### config.mk
export PLATFORM = sky130hd
export DESIGN_NAME = escape_sequence_decoder_core
export DESIGN_NICKNAME = d
export VERILOG_FILES = /design/src/hdl/esd_pkg.sv /design/src/hdl/esd_front.sv /design/src/hdl/esd_queue.sv /design/src/hdl/esd_back.sv /design/src/hdl/escape_sequence_decoder_core.sv
export SDC_FILE = /design/constraint.sdc
export NUM_CORES = 1
export LEC_CHECK = 0
export ABC_CLOCK_PERIOD_IN_PS = 10100
export BUFFER_PORTS_ARGS = -buffer_cell sky130_fd_sc_hd__buf_2
export CAP_MARGIN = 20
export CORE_UTILIZATION = 45
export CTS_BUF_LIST = sky130_fd_sc_hd__clkbuf_8
export CTS_CLUSTER_SIZE = 20
export DETAILED_ROUTE_END_ITERATION = 10
export HOLD_SLACK_MARGIN = 0.02
export SLEW_MARGIN = 20
export SYNTH_ARGS = -nofsm -noshare
export SYNTH_HDL_FRONTEND = slang
export SYNTH_HIERARCHICAL = 1
export SYNTH_SLANG_ARGS = --single-unit
### constraint.sdc
create_clock -name clk -period 10.1 [get_ports clk]
set_clock_uncertainty 0.15 [all_clocks]
set_input_delay 2.02 -clock clk [delete_from_list [all_inputs] [get_ports clk]]
set_output_delay 2.02 -clock clk [all_outputs]
set_load 0.02 [all_outputs]
### src/hdl/esd_pkg.sv
package esd_pkg;

  // input item as seen on the in_ ports
  typedef struct packed {
    logic [7:0] char_in;
    logic       final_byte;
  } in_t;

  // result item as seen on the out_ ports
  typedef struct packed {
    logic [7:0] data_byte;
    logic       has_byte;
    logic [1:0] status;
    logic       end_of_string;
  } out_t;

  // classified byte passed from the front to the back
  typedef struct packed {
    logic [7:0] raw;
    logic       fin;
    logic       is_bslash;
    logic       esc_ok;
    logic [7:0] esc_byte;
    logic       is_x;
    logic       is_hex;
    logic [3:0] hex_val;
  } cls_t;

  // status codes
  localparam logic [1:0] ST_OK      = 2'd0;
  localparam logic [1:0] ST_UNKNOWN = 2'd1;
  localparam logic [1:0] ST_HEX     = 2'd2;
  localparam logic [1:0] ST_RANGE   = 2'd3;

  // characters
  localparam logic [7:0] CH_BSLASH = 8'h5c;
  localparam logic [7:0] CH_N      = 8'h6e;
  localparam logic [7:0] CH_R      = 8'h72;
  localparam logic [7:0] CH_T      = 8'h74;
  localparam logic [7:0] CH_DQUOTE = 8'h22;
  localparam logic [7:0] CH_ZERO   = 8'h30;
  localparam logic [7:0] CH_X      = 8'h78;
  localparam logic [7:0] CH_LF     = 8'h0a;
  localparam logic [7:0] CH_CR     = 8'h0d;
  localparam logic [7:0] CH_TAB    = 8'h09;
  localparam logic [7:0] CH_NUL    = 8'h00;

  // queue between front and back
  localparam int QDEPTH = 4;
  localparam int QAW    = $clog2(QDEPTH);

  // result queue
  localparam int ODEPTH = 2;
  localparam int OAW    = $clog2(ODEPTH);

endpackage

### src/hdl/esd_front.sv
module esd_front (
  input  esd_pkg::in_t  item,
  output esd_pkg::cls_t cls
);

  logic [7:0] c;

  assign c = item.char_in;

  // classify the raw byte
  always_comb begin
    cls           = '0;
    cls.raw       = c;
    cls.fin       = item.final_byte;
    cls.is_bslash = (c == esd_pkg::CH_BSLASH);
    cls.is_x      = (c == esd_pkg::CH_X);

    // single-letter escapes
    case (c)
      esd_pkg::CH_N: begin
        cls.esc_ok   = 1'b1;
        cls.esc_byte = esd_pkg::CH_LF;
      end
      esd_pkg::CH_R: begin
        cls.esc_ok   = 1'b1;
        cls.esc_byte = esd_pkg::CH_CR;
      end
      esd_pkg::CH_T: begin
        cls.esc_ok   = 1'b1;
        cls.esc_byte = esd_pkg::CH_TAB;
      end
      esd_pkg::CH_DQUOTE: begin
        cls.esc_ok   = 1'b1;
        cls.esc_byte = esd_pkg::CH_DQUOTE;
      end
      esd_pkg::CH_BSLASH: begin
        cls.esc_ok   = 1'b1;
        cls.esc_byte = esd_pkg::CH_BSLASH;
      end
      esd_pkg::CH_ZERO: begin
        cls.esc_ok   = 1'b1;
        cls.esc_byte = esd_pkg::CH_NUL;
      end
      default: begin
        cls.esc_ok   = 1'b0;
        cls.esc_byte = esd_pkg::CH_NUL;
      end
    endcase

    // hex digit value, either case
    if (c inside {[8'h30:8'h39]}) begin
      cls.is_hex  = 1'b1;
      cls.hex_val = c[3:0];
    end else if (c inside {[8'h41:8'h46]}) begin
      cls.is_hex  = 1'b1;
      cls.hex_val = 4'(c - 8'h37);
    end else if (c inside {[8'h61:8'h66]}) begin
      cls.is_hex  = 1'b1;
      cls.hex_val = 4'(c - 8'h57);
    end
  end

endmodule

### src/hdl/esd_queue.sv
module esd_queue (
  input  logic          clk,
  input  logic          rst_n,
  input  logic          wr_en,
  input  esd_pkg::cls_t wr_data,
  output logic          full,
  input  logic          rd_en,
  output esd_pkg::cls_t rd_data,
  output logic          empty
);

  esd_pkg::cls_t      mem_r [esd_pkg::QDEPTH];
  logic [esd_pkg::QAW-1:0] wptr_r, wptr_nxt;
  logic [esd_pkg::QAW-1:0] rptr_r, rptr_nxt;
  logic [esd_pkg::QAW:0]   cnt_r, cnt_nxt;
  logic do_wr, do_rd;

  assign full  = (cnt_r == (esd_pkg::QAW+1)'(esd_pkg::QDEPTH));
  assign empty = (cnt_r == '0);
  assign do_wr = wr_en && !full;
  assign do_rd = rd_en && !empty;
  assign rd_data = mem_r[rptr_r];

  // pointer and count update
  always_comb begin
    wptr_nxt = do_wr ? wptr_r + 1'b1 : wptr_r;
    rptr_nxt = do_rd ? rptr_r + 1'b1 : rptr_r;
    cnt_nxt  = cnt_r;
    if (do_wr && !do_rd) begin
      cnt_nxt = cnt_r + 1'b1;
    end else if (do_rd && !do_wr) begin
      cnt_nxt = cnt_r - 1'b1;
    end
  end

  always_ff @(posedge clk) begin
    if (!rst_n) begin
      wptr_r <= '0;
      rptr_r <= '0;
      cnt_r  <= '0;
    end else begin
      wptr_r <= wptr_nxt;
      rptr_r <= rptr_nxt;
      cnt_r  <= cnt_nxt;
    end
  end

  // storage
  always_ff @(posedge clk) begin
    if (do_wr) begin
      mem_r[wptr_r] <= wr_data;
    end
  end

endmodule

### src/hdl/esd_back.sv
module esd_back (
  input  logic          clk,
  input  logic          rst_n,
  input  esd_pkg::cls_t cls,
  input  logic          cls_valid,
  output logic          cls_take,
  output esd_pkg::out_t res,
  output logic          res_empty,
  input  logic          res_pop
);

  localparam logic [1:0] MODE_NORMAL = 2'd0;
  localparam logic [1:0] MODE_ESC    = 2'd1;
  localparam logic [1:0] MODE_HEX1   = 2'd2;
  localparam logic [1:0] MODE_HEX2   = 2'd3;

  logic [1:0] mode_r, mode_nxt;
  logic [3:0] hnib_r, hnib_nxt;
  logic       drop_r, drop_nxt;
  logic [1:0] held_r, held_nxt;

  logic       emit;
  logic [7:0] data;
  logic [1:0] err;
  logic [7:0] code;
  logic       res_push;
  esd_pkg::out_t res_item;

  esd_pkg::out_t         obuf_r [esd_pkg::ODEPTH];
  logic [esd_pkg::OAW-1:0] owptr_r, orptr_r;
  logic [esd_pkg::OAW:0]   ocnt_r, ocnt_nxt;
  logic room, do_pop;

  assign room     = (ocnt_r != (esd_pkg::OAW+1)'(esd_pkg::ODEPTH));
  assign cls_take = cls_valid && room;
  assign code     = {hnib_r, cls.hex_val};

  // decode step for the byte at the queue head
  always_comb begin
    emit     = 1'b0;
    data     = 8'h00;
    err      = esd_pkg::ST_OK;
    mode_nxt = mode_r;
    hnib_nxt = hnib_r;
    drop_nxt = drop_r;
    held_nxt = held_r;

    if (drop_r) begin
      err = held_r;
    end else begin
      case (mode_r)
        MODE_NORMAL: begin
          if (cls.is_bslash) begin
            if (cls.fin) err = esd_pkg::ST_UNKNOWN;
            else mode_nxt = MODE_ESC;
          end else begin
            emit = 1'b1;
            data = cls.raw;
          end
        end
        MODE_ESC: begin
          mode_nxt = MODE_NORMAL;
          if (cls.esc_ok) begin
            emit = 1'b1;
            data = cls.esc_byte;
          end else if (cls.is_x) begin
            if (cls.fin) err = esd_pkg::ST_HEX;
            else mode_nxt = MODE_HEX1;
          end else begin
            err = esd_pkg::ST_UNKNOWN;
          end
        end
        MODE_HEX1: begin
          mode_nxt = MODE_NORMAL;
          if (!cls.is_hex || cls.fin) begin
            err = esd_pkg::ST_HEX;
          end else begin
            hnib_nxt = cls.hex_val;
            mode_nxt = MODE_HEX2;
          end
        end
        default: begin
          mode_nxt = MODE_NORMAL;
          hnib_nxt = 4'h0;
          if (!cls.is_hex) begin
            err = esd_pkg::ST_HEX;
          end else if (code[7]) begin
            err = esd_pkg::ST_RANGE;
          end else begin
            emit = 1'b1;
            data = code;
          end
        end
      endcase

      // first error starts dropping
      if (err != esd_pkg::ST_OK) begin
        drop_nxt = 1'b1;
        held_nxt = err;
        emit     = 1'b0;
        data     = 8'h00;
      end
    end

    // final byte closes the string and clears state
    if (cls.fin) begin
      mode_nxt = MODE_NORMAL;
      hnib_nxt = 4'h0;
      drop_nxt = 1'b0;
      held_nxt = esd_pkg::ST_OK;
    end

    res_item.data_byte     = data;
    res_item.has_byte      = emit;
    res_item.status        = cls.fin ? err : esd_pkg::ST_OK;
    res_item.end_of_string = cls.fin;
    res_push               = cls_take && (emit || cls.fin);
  end

  always_ff @(posedge clk) begin
    if (!rst_n) begin
      mode_r <= MODE_NORMAL;
      hnib_r <= 4'h0;
      drop_r <= 1'b0;
      held_r <= esd_pkg::ST_OK;
    end else if (cls_take) begin
      mode_r <= mode_nxt;
      hnib_r <= hnib_nxt;
      drop_r <= drop_nxt;
      held_r <= held_nxt;
    end
  end

  // result queue
  assign res_empty = (ocnt_r == '0);
  assign do_pop    = res_pop && !res_empty;
  assign res       = obuf_r[orptr_r];

  always_comb begin
    ocnt_nxt = ocnt_r;
    if (res_push && !do_pop) begin
      ocnt_nxt = ocnt_r + 1'b1;
    end else if (do_pop && !res_push) begin
      ocnt_nxt = ocnt_r - 1'b1;
    end
  end

  always_ff @(posedge clk) begin
    if (!rst_n) begin
      owptr_r <= '0;
      orptr_r <= '0;
      ocnt_r  <= '0;
    end else begin
      if (res_push) owptr_r <= owptr_r + 1'b1;
      if (do_pop) orptr_r <= orptr_r + 1'b1;
      ocnt_r <= ocnt_nxt;
    end
  end

  always_ff @(posedge clk) begin
    if (res_push) begin
      obuf_r[owptr_r] <= res_item;
    end
  end

endmodule

### src/hdl/escape_sequence_decoder_core.sv
// a pushed byte is registered in the classify queue, decoded from the queue head, and its result
// is registered in the result queue, from which it is popped
// throughput: one byte per cycle while the result queue has room
// bytes that complete nothing or are dropped after an error give no result, but a final byte always gives one
// reset: synchronous active-low rst_n empties both queues and clears the decoder
module escape_sequence_decoder_core (
  input  logic          clk,
  input  logic          rst_n,
  input  logic          in_push,
  output logic          in_full,
  input  esd_pkg::in_t  in_data,
  output logic          out_empty,
  input  logic          out_pop,
  output esd_pkg::out_t out_data
);

  esd_pkg::cls_t cls_in, cls_head;
  logic          q_empty, q_take;

  // front: classify incoming byte
  esd_front u_front (
    .item (in_data),
    .cls  (cls_in)
  );

  // queue between classify and decode
  esd_queue u_queue (
    .clk     (clk),
    .rst_n   (rst_n),
    .wr_en   (in_push),
    .wr_data (cls_in),
    .full    (in_full),
    .rd_en   (q_take),
    .rd_data (cls_head),
    .empty   (q_empty)
  );

  // back: decode state machine and result queue
  esd_back u_back (
    .clk       (clk),
    .rst_n     (rst_n),
    .cls       (cls_head),
    .cls_valid (!q_empty),
    .cls_take  (q_take),
    .res       (out_data),
    .res_empty (out_empty),
    .res_pop   (out_pop)
  );

endmodule

==> impl_metrics.yaml, run 1 <==
logic_synthesis:
  ys_seq_area_share_pct: 63.8
  synth-edff-count: 124
  yosys.area.top_type_share_pct: 56.8
  synth_top_area_cell: "edfxtp_1"
  synth_seq_cells: 147
  netlist_instances: 430
  syn_avg_cell_area_um2: 15.3
  synthesis.nets: 454
  synthFlopType: "edfxtp_1"
  synth_area_leaders: "edfxtp_1 (57%), mux4_2 (8.6%), dfxtp_1 (7.0%)"
  syn_area_mm2: 0.00656
  async_flop_share_pct: 0
  yosysWarnings: 6
  ys_types: 71
global_route:
  grt_pass1_wl_mm: 19.1
  grt_use_met3_pct: 4.32
  grt_util_met1_pct: 23.0
  busiest_layer: "met2"
  grt_max_degree: 26
  grt_use_met2_pct: 28.4
  gr-usage-all-layers_pct: 17.6
  gr-total-overflow: 0
  grt_pass1_vias: 3519
  antenna_found_initial: 0
layout:
  fillerInstances: 1234
  layout.nets: 476
  fin_area_mm2: 0.00711
  post-route-util_pct: 50.6
  register_area_mm2: 0.00419
  diodes: 0
  drive_gt1_share_pct: 25.0
  area_growth_pct: 8.41
  multi_input_area_mm2: 0.00209
timing:
  maxSlewViolCount: 0
  min_period_ns: 3.83
  fmax_ghz: 0.261
  fin_crit_sh_pct: 37.9
  tns_ns: 0
  hold_viol: 0
  setup_viol_count_final: 0
  rsz0062_at_grt: "false"
  slew_headroom_pct: 57.2
  tightest_slew_ns: 0.640
min_path:
  hold_path_class: "reg2reg"
floorplan:
  start_util_pct: 46.7
  rows: 43
  die_area_mm2: 0.0151
  io_pins: 27
  die_h_um: 123
  core_mm2: 0.0140
  die_w_um: 123
cts:
  cts_tree: "yes"
  cts_setup_buffers: 0
  cts_resized: 0
  holdBufCountCts: 0
  cts_sinks: 147
  clk_pin_slew_ns: 0.08
  cts_buffers: 17
  clock_latency_ns: 0.45
  root_buffer: "clkbuf_8"
  htreeDepth: 4
  clockBufferDepth: 2
drt:
  ant_nets: 0
  drt-pass1-iter-count: 4
  drc: 0
  dr_total_vias: 3648
  drt-vias-per-instance: 5.66
  drt_iter0_drc: 317
  wirelength_mm: 12.3
  wl_per_cell_um: 19.1
worst_setup_path:
  critPathTopFamily: "flip-flops"
  worstSetupStartpointType: "flip-flop"
  crit_required_ns: 7.93
  crit_type: "reg2out"
  crit_slowest_cell: "dfxtp_1"
  worstPathArrival_ns: 1.66
  critical_path_peak_fanout: 12
  rrSetupSlack_ns: 6.84
  slowest_delay_ns: 0.65
  critPathBufInv: 1
  crit_chain: "mux2_2 -> buf_2"
  endpoint_kind: "output port"
flow_run:
  max_cap_violations: 0
placed_design:
  dpl-instance-area_mm2: 0.00674
  io_buffer_count: 26
  dp_hpwl_mm: 7.87
  gp_congestion: 0.769
run_status:
  status: "finished clean"
pwr:
  powerDensity_mw_per_mm2: 259
  ir_drop_v: 0.0000850
  p_leak_nw: 2.41
[metrics by stage]
| stage | hold WS [ns] | instances | power (W) | setup slack [ns] |
|---|---|---|---|---|
| after global placement | 0.315 | 612 | 0.00142 | 6.15 |
| after global routing | 0.361 | 644 | 0.00195 | 6.17 |
| after floorplan | 0.300 | 430 | 0.00130 | 6.45 |
| after CTS | 0.329 | 643 | 0.00186 | 6.22 |
| after detailed placement | 0.319 | 612 | 0.00144 | 6.06 |
| final | 0.330 | 644 | 0.00184 | 6.27 |
[report_power, final]
part / total (W) / internal (W) / switching (W)
Sequential: 0.000834 / 0.000786 / 0.0000480
Clock: 0.000423 / 0.000196 / 0.000227
Combinational: 0.000586 / 0.000240 / 0.000345
[worst register-to-register path, stage by stage (launching register included)]
cell      delay (ns)
dfxtp_2         0.32
buf_4           0.42
mux4_2          0.79
mux2i_1         0.25
a21o_1          0.24
a21oi_1         0.12
nor2_1          0.12
ha_1            0.27
or3_1           0.34
a21boi_0        0.16
[routing by layer]
metal | up-vias | share of wire (%) | wire length, um
met5 | - | 0 | 0
met4 | 0 | 1.4 | 167
met3 | 13 | 3.4 | 415
met2 | 64 | 50 | 6110
met1 | 1879 | 46 | 5630
li1 | 1692 | - | -
[state kept, by name, summed over array words and instances, names as in the netlist, named ones only]
register	cells
u_queue/cnt_r	3
u_back/orptr_r	1
u_queue/mem_r	100
u_back/obuf_r	24
u_back/held_r	2
u_back/drop_r	1
u_queue/wptr_r	2
u_queue/rptr_r	2
u_back/ocnt_r	2
u_back/mode_r	2
u_back/owptr_r	1
u_back/hnib_r	4
[kinds of logic after synthesis]
family,Yosys count,share of synthesized area (%)
flops,147,63.8
simple gates,104,8.83
compound gates,74,8.47
buf+inv,44,4.27
mux,42,11.4
fa+ha+maj,11,2.21
xor+xnor,7,0.935
other cells,1,0.0572
[path summary, 6_finish.rpt]
check | start | end | cells past startpoint
worst max register to register | flip-flop | u_back/ocnt_r[1] | 9
worst min register to register | u_back/hnib_r[0] | u_back/hnib_r[0] | 2
worst max-delay path | flip-flop | out_data[10] | 2
worst min-delay path | u_back/hnib_r[0] | u_back/hnib_r[0] | 2
[Yosys cell counts, drive strengths merged, types with 5 or more instances]
| master | count |
|---|---|
| or3 | 7 |
| nand2 | 26 |
| nor2 | 17 |
| clkbuf | 5 |
| mux2 | 12 |
| a21oi | 13 |
| o21ai | 22 |
| nor3 | 6 |
| ha | 10 |
| buf | 26 |
| mux2i | 5 |
| and2 | 11 |
| nand3b | 6 |
| mux4 | 25 |
| dfxtp | 23 |
| nand2b | 6 |
| inv | 12 |
| nor2b | 6 |
| a22oi | 9 |
| edfxtp | 124 |
[cell type report]
cell class,instances,share of cell area (%)
Clock buffer,17,3.29
Inverter,13,0.686
Clock inverter,14,1.87
Multi-Input combinational cell,239,29.4
Tap cell,180,3.17
Sequential cell,147,58.9
Timing Repair Buffer,34,2.68
[placed cells by master (no fill, tap or decap), drive strengths merged, types with 6 or more instances in the layout]
| cell type | instances |
|---|---|
| nand2b | 6 |
| ha | 10 |
| o21ai | 22 |
| nor3 | 6 |
| edfxtp | 124 |
| mux2 | 12 |
| a22oi | 9 |
| and2 | 11 |
| or3 | 7 |
| nor2b | 6 |
| a21oi | 13 |
| dfxtp | 23 |
| nand3b | 6 |
| nor2 | 17 |
| nand2 | 26 |
| buf | 34 |
| clkbuf | 17 |
| inv | 17 |
| mux4 | 25 |
(Power assumes the default switching activity.)
==> run 2, diff against run 1 <==
--- a/config.mk
+++ b/config.mk
@@ -5,7 +5,8 @@
 export SDC_FILE = /design/constraint.sdc
 export NUM_CORES = 1
 export LEC_CHECK = 0
-export ABC_CLOCK_PERIOD_IN_PS = 10100
+export ABC_AREA = 1
+export ABC_CLOCK_PERIOD_IN_PS = 3600
 export BUFFER_PORTS_ARGS = -buffer_cell sky130_fd_sc_hd__buf_2
 export CAP_MARGIN = 20
 export CORE_UTILIZATION = 45
==> constraint.sdc (replaced) <==
create_clock -name clk -period 3.6 [get_ports clk]
set_clock_uncertainty 0.15 [all_clocks]
set_input_delay 0.72 -clock clk [delete_from_list [all_inputs] [get_ports clk]]
set_output_delay 0.72 -clock clk [all_outputs]
set_load 0.02 [all_outputs]
==> run 2 against run 1 <==
Against the previous run: global-route usage grew 1.2 points; die area grew 0.11%; clock power increased to 2.8 times the previous value; sequential share of layout area shrank 0.37 points; via count rose by 16%; highest routed layer unchanged; total power grew to 3.0 times the previous value; critical path depth is 14 higher; register-to-register slack got worse by 6.2 ns; worst setup slack worse by 5.7 ns; area after synthesis is 0.11% higher.
==> impl_metrics.yaml, run 2 <==
drt:
  ant_nets: 0
  drt-pass1-iter-count: 5
  dr_total_vias: 4244
  drt-vias-per-instance: 5.29
  drt_iter0_drc: 394
  wirelength_mm: 12.8
  drc: 0
  wl_per_cell_um: 15.9
layout:
  reg.largest.list: "u_queue/mem_r (100), u_back/obuf_r (24), u_back/hnib_r (4)"
  final_cells: 803
  layout.nets: 634
  diodes: 0
  register_area_mm2: 0.00418
  multi_input_area_mm2: 0.00194
  area_growth_pct: 8.94
  drive_gt1_share_pct: 18.5
  most-common-layout-cells: "edfxtp_1 (124), nor2_1 (81), o21ai_0 (60)"
  largest_reg_flops: 100
  final_common_cell: "edfxtp_1"
  regMostFlops: "u_queue/mem_r"
  fillerInstances: 1211
cts:
  cts_buffers: 17
  clk_pin_slew_ns: 0.07
  clockBufferDepth: 2
  root_buffer: "clkbuf_8"
  clock_latency_ns: 0.45
  cts_sinks: 147
  holdBufCountCts: 0
  htreeDepth: 4
  cts_resized: 0
  cts_tree: "yes"
  cts_setup_buffers: 0
global_route:
  antenna_found_initial: 0
  gr-total-overflow: 0
  grt_pass1_vias: 4100
  grt_pass1_wl_mm: 20.9
  gr-usage-all-layers_pct: 18.9
  grt_max_degree: 32
worst_setup_path:
  worstPathArrival_ns: 3.17
  worstSetupStartpointType: "flip-flop"
  crit_type: "reg2reg"
  crit_required_ns: 3.78
  endpoint_kind: "flip-flop"
  critical_path_peak_fanout: 30
  rrSetupSlack_ns: 0.61
timing:
  rsz0062_at_grt: "false"
  tightest_slew_ns: 0.801
  min_period_ns: 2.99
  fmax_ghz: 0.334
  hold_viol: 0
  maxSlewViolCount: 0
  fin_crit_sh_pct: 83.2
  setup_viol_count_final: 0
  slew_headroom_pct: 46.1
  tns_ns: 0
logic_synthesis:
  synth_common_cells: "edfxtp_1 (124), nor2_1 (85), o21ai_0 (60)"
  synthesis.nets: 607
  ys_types: 38
  async_flop_share_pct: 0
  syn_area_mm2: 0.00657
  synth_seq_cells: 147
  synth-edff-count: 124
  synth_top_area_cell: "edfxtp_1"
  netlist_instances: 583
  syn_avg_cell_area_um2: 11.3
  synthFlopType: "edfxtp_1"
  yosysWarnings: 6
  ys_seq_area_share_pct: 63.7
  synth_area_leaders: "edfxtp_1 (57%), dfxtp_1 (7.0%), nor2_1 (4.9%)"
  yosys.cell_count.top_type: "edfxtp_1"
  yosys.area.top_type_share_pct: 56.7
placed_design:
  dp_hpwl_mm: 8.49
  gp_congestion: 0.834
  place_inst: 771
  io_buffer_count: 26
min_path:
  hold_path_class: "reg2reg"
pwr:
  ir_drop_v: 0.000329
  p_leak_nw: 2.78
  powerDensity_mw_per_mm2: 782
floorplan:
  rows: 43
  die_w_um: 123
  start_util_pct: 46.8
  die_area_mm2: 0.0151
  die_h_um: 123
  core_mm2: 0.0140
  io_pins: 27
run_status:
  status: "finished clean"
flow_run:
  max_cap_violations: 0
-- run 2: changes by cell type after synthesis, moves of 21 or more --
cell     change
nor2_1      +68
o21ai_0     +43
inv_1       +37
mux4_2      -25
o22ai_1     +23
nand3_1     +22
nand2_1     +21
-- run 2: metrics by stage --
stage,hold slack (ns),setup WS (ns),total power [W],cell area (um2),util (%)
floorplan,0.274,1.00,0.00397,6570,-
global placement,0.286,0.743,0.00441,6790,48.4
detailed placement,0.298,0.617,0.00447,6790,48.4
CTS,0.309,0.590,0.00565,7150,50.9
global route,0.328,0.329,0.00598,7150,50.9
finish,0.312,0.606,0.00560,7150,50.9
-- run 2: cells by family after synthesis --
kind of cell	count (synthesis)	synth area share, %
compound gates	133	11.6
xor+xnor	2	0.267
fa+ha+maj	11	2.21
buf+inv	88	6.86
flops	147	63.7
mux	12	2.06
other cells	1	0.0571
simple gates	189	13.2
-- run 2: power by group --
part / switching (W) / internal (W)
registers: 0.000137 / 0.00223
logic: 0.00137 / 0.000684
clock network: 0.000582 / 0.000594
-- run 2: path summary, 6_finish.rpt --
kind | from | endpoint | depth (start not counted)
max reg2reg | flip-flop | u_back/ocnt_r[1] | 16
min | u_back/hnib_r[1] | u_back/hnib_r[1] | 2
max | flip-flop | u_back/ocnt_r[1] | 16
min reg2reg | u_back/hnib_r[1] | u_back/hnib_r[1] | 2
-- run 2: cell type report --
cell class | count | share of cell area, %
clock buffer | 17 | 3.27
timing repair buffer | 36 | 2.87
multi-input combinational | 348 | 27.1
inverter | 60 | 3.29
clock inverter | 15 | 1.78
sequential | 147 | 58.5
tap | 180 | 3.15
-- run 2: per-layer routing --
layer	GRT usage [%]	routed length [um]
met5	0	0
met4	7.55	166
met3	4.46	734
met2	31.6	6230
met1	23.4	5650
-- run 2: critical path, cell delays in order (launching register included) --
cell and delay (ns):
dfxtp_1 0.44, buf_4 0.35, o21ai_0 0.14, o22ai_1 0.31, inv_2 0.11, nor2_4 0.20
nor2_4 0.06, inv_1 0.06, nand3_2 0.09, nand2_2 0.10, nand2_1 0.07, inv_1 0.07
ha_1 0.25, a21oi_1 0.14, o21ai_0 0.12, o21ai_0 0.15, a21oi_1 0.06
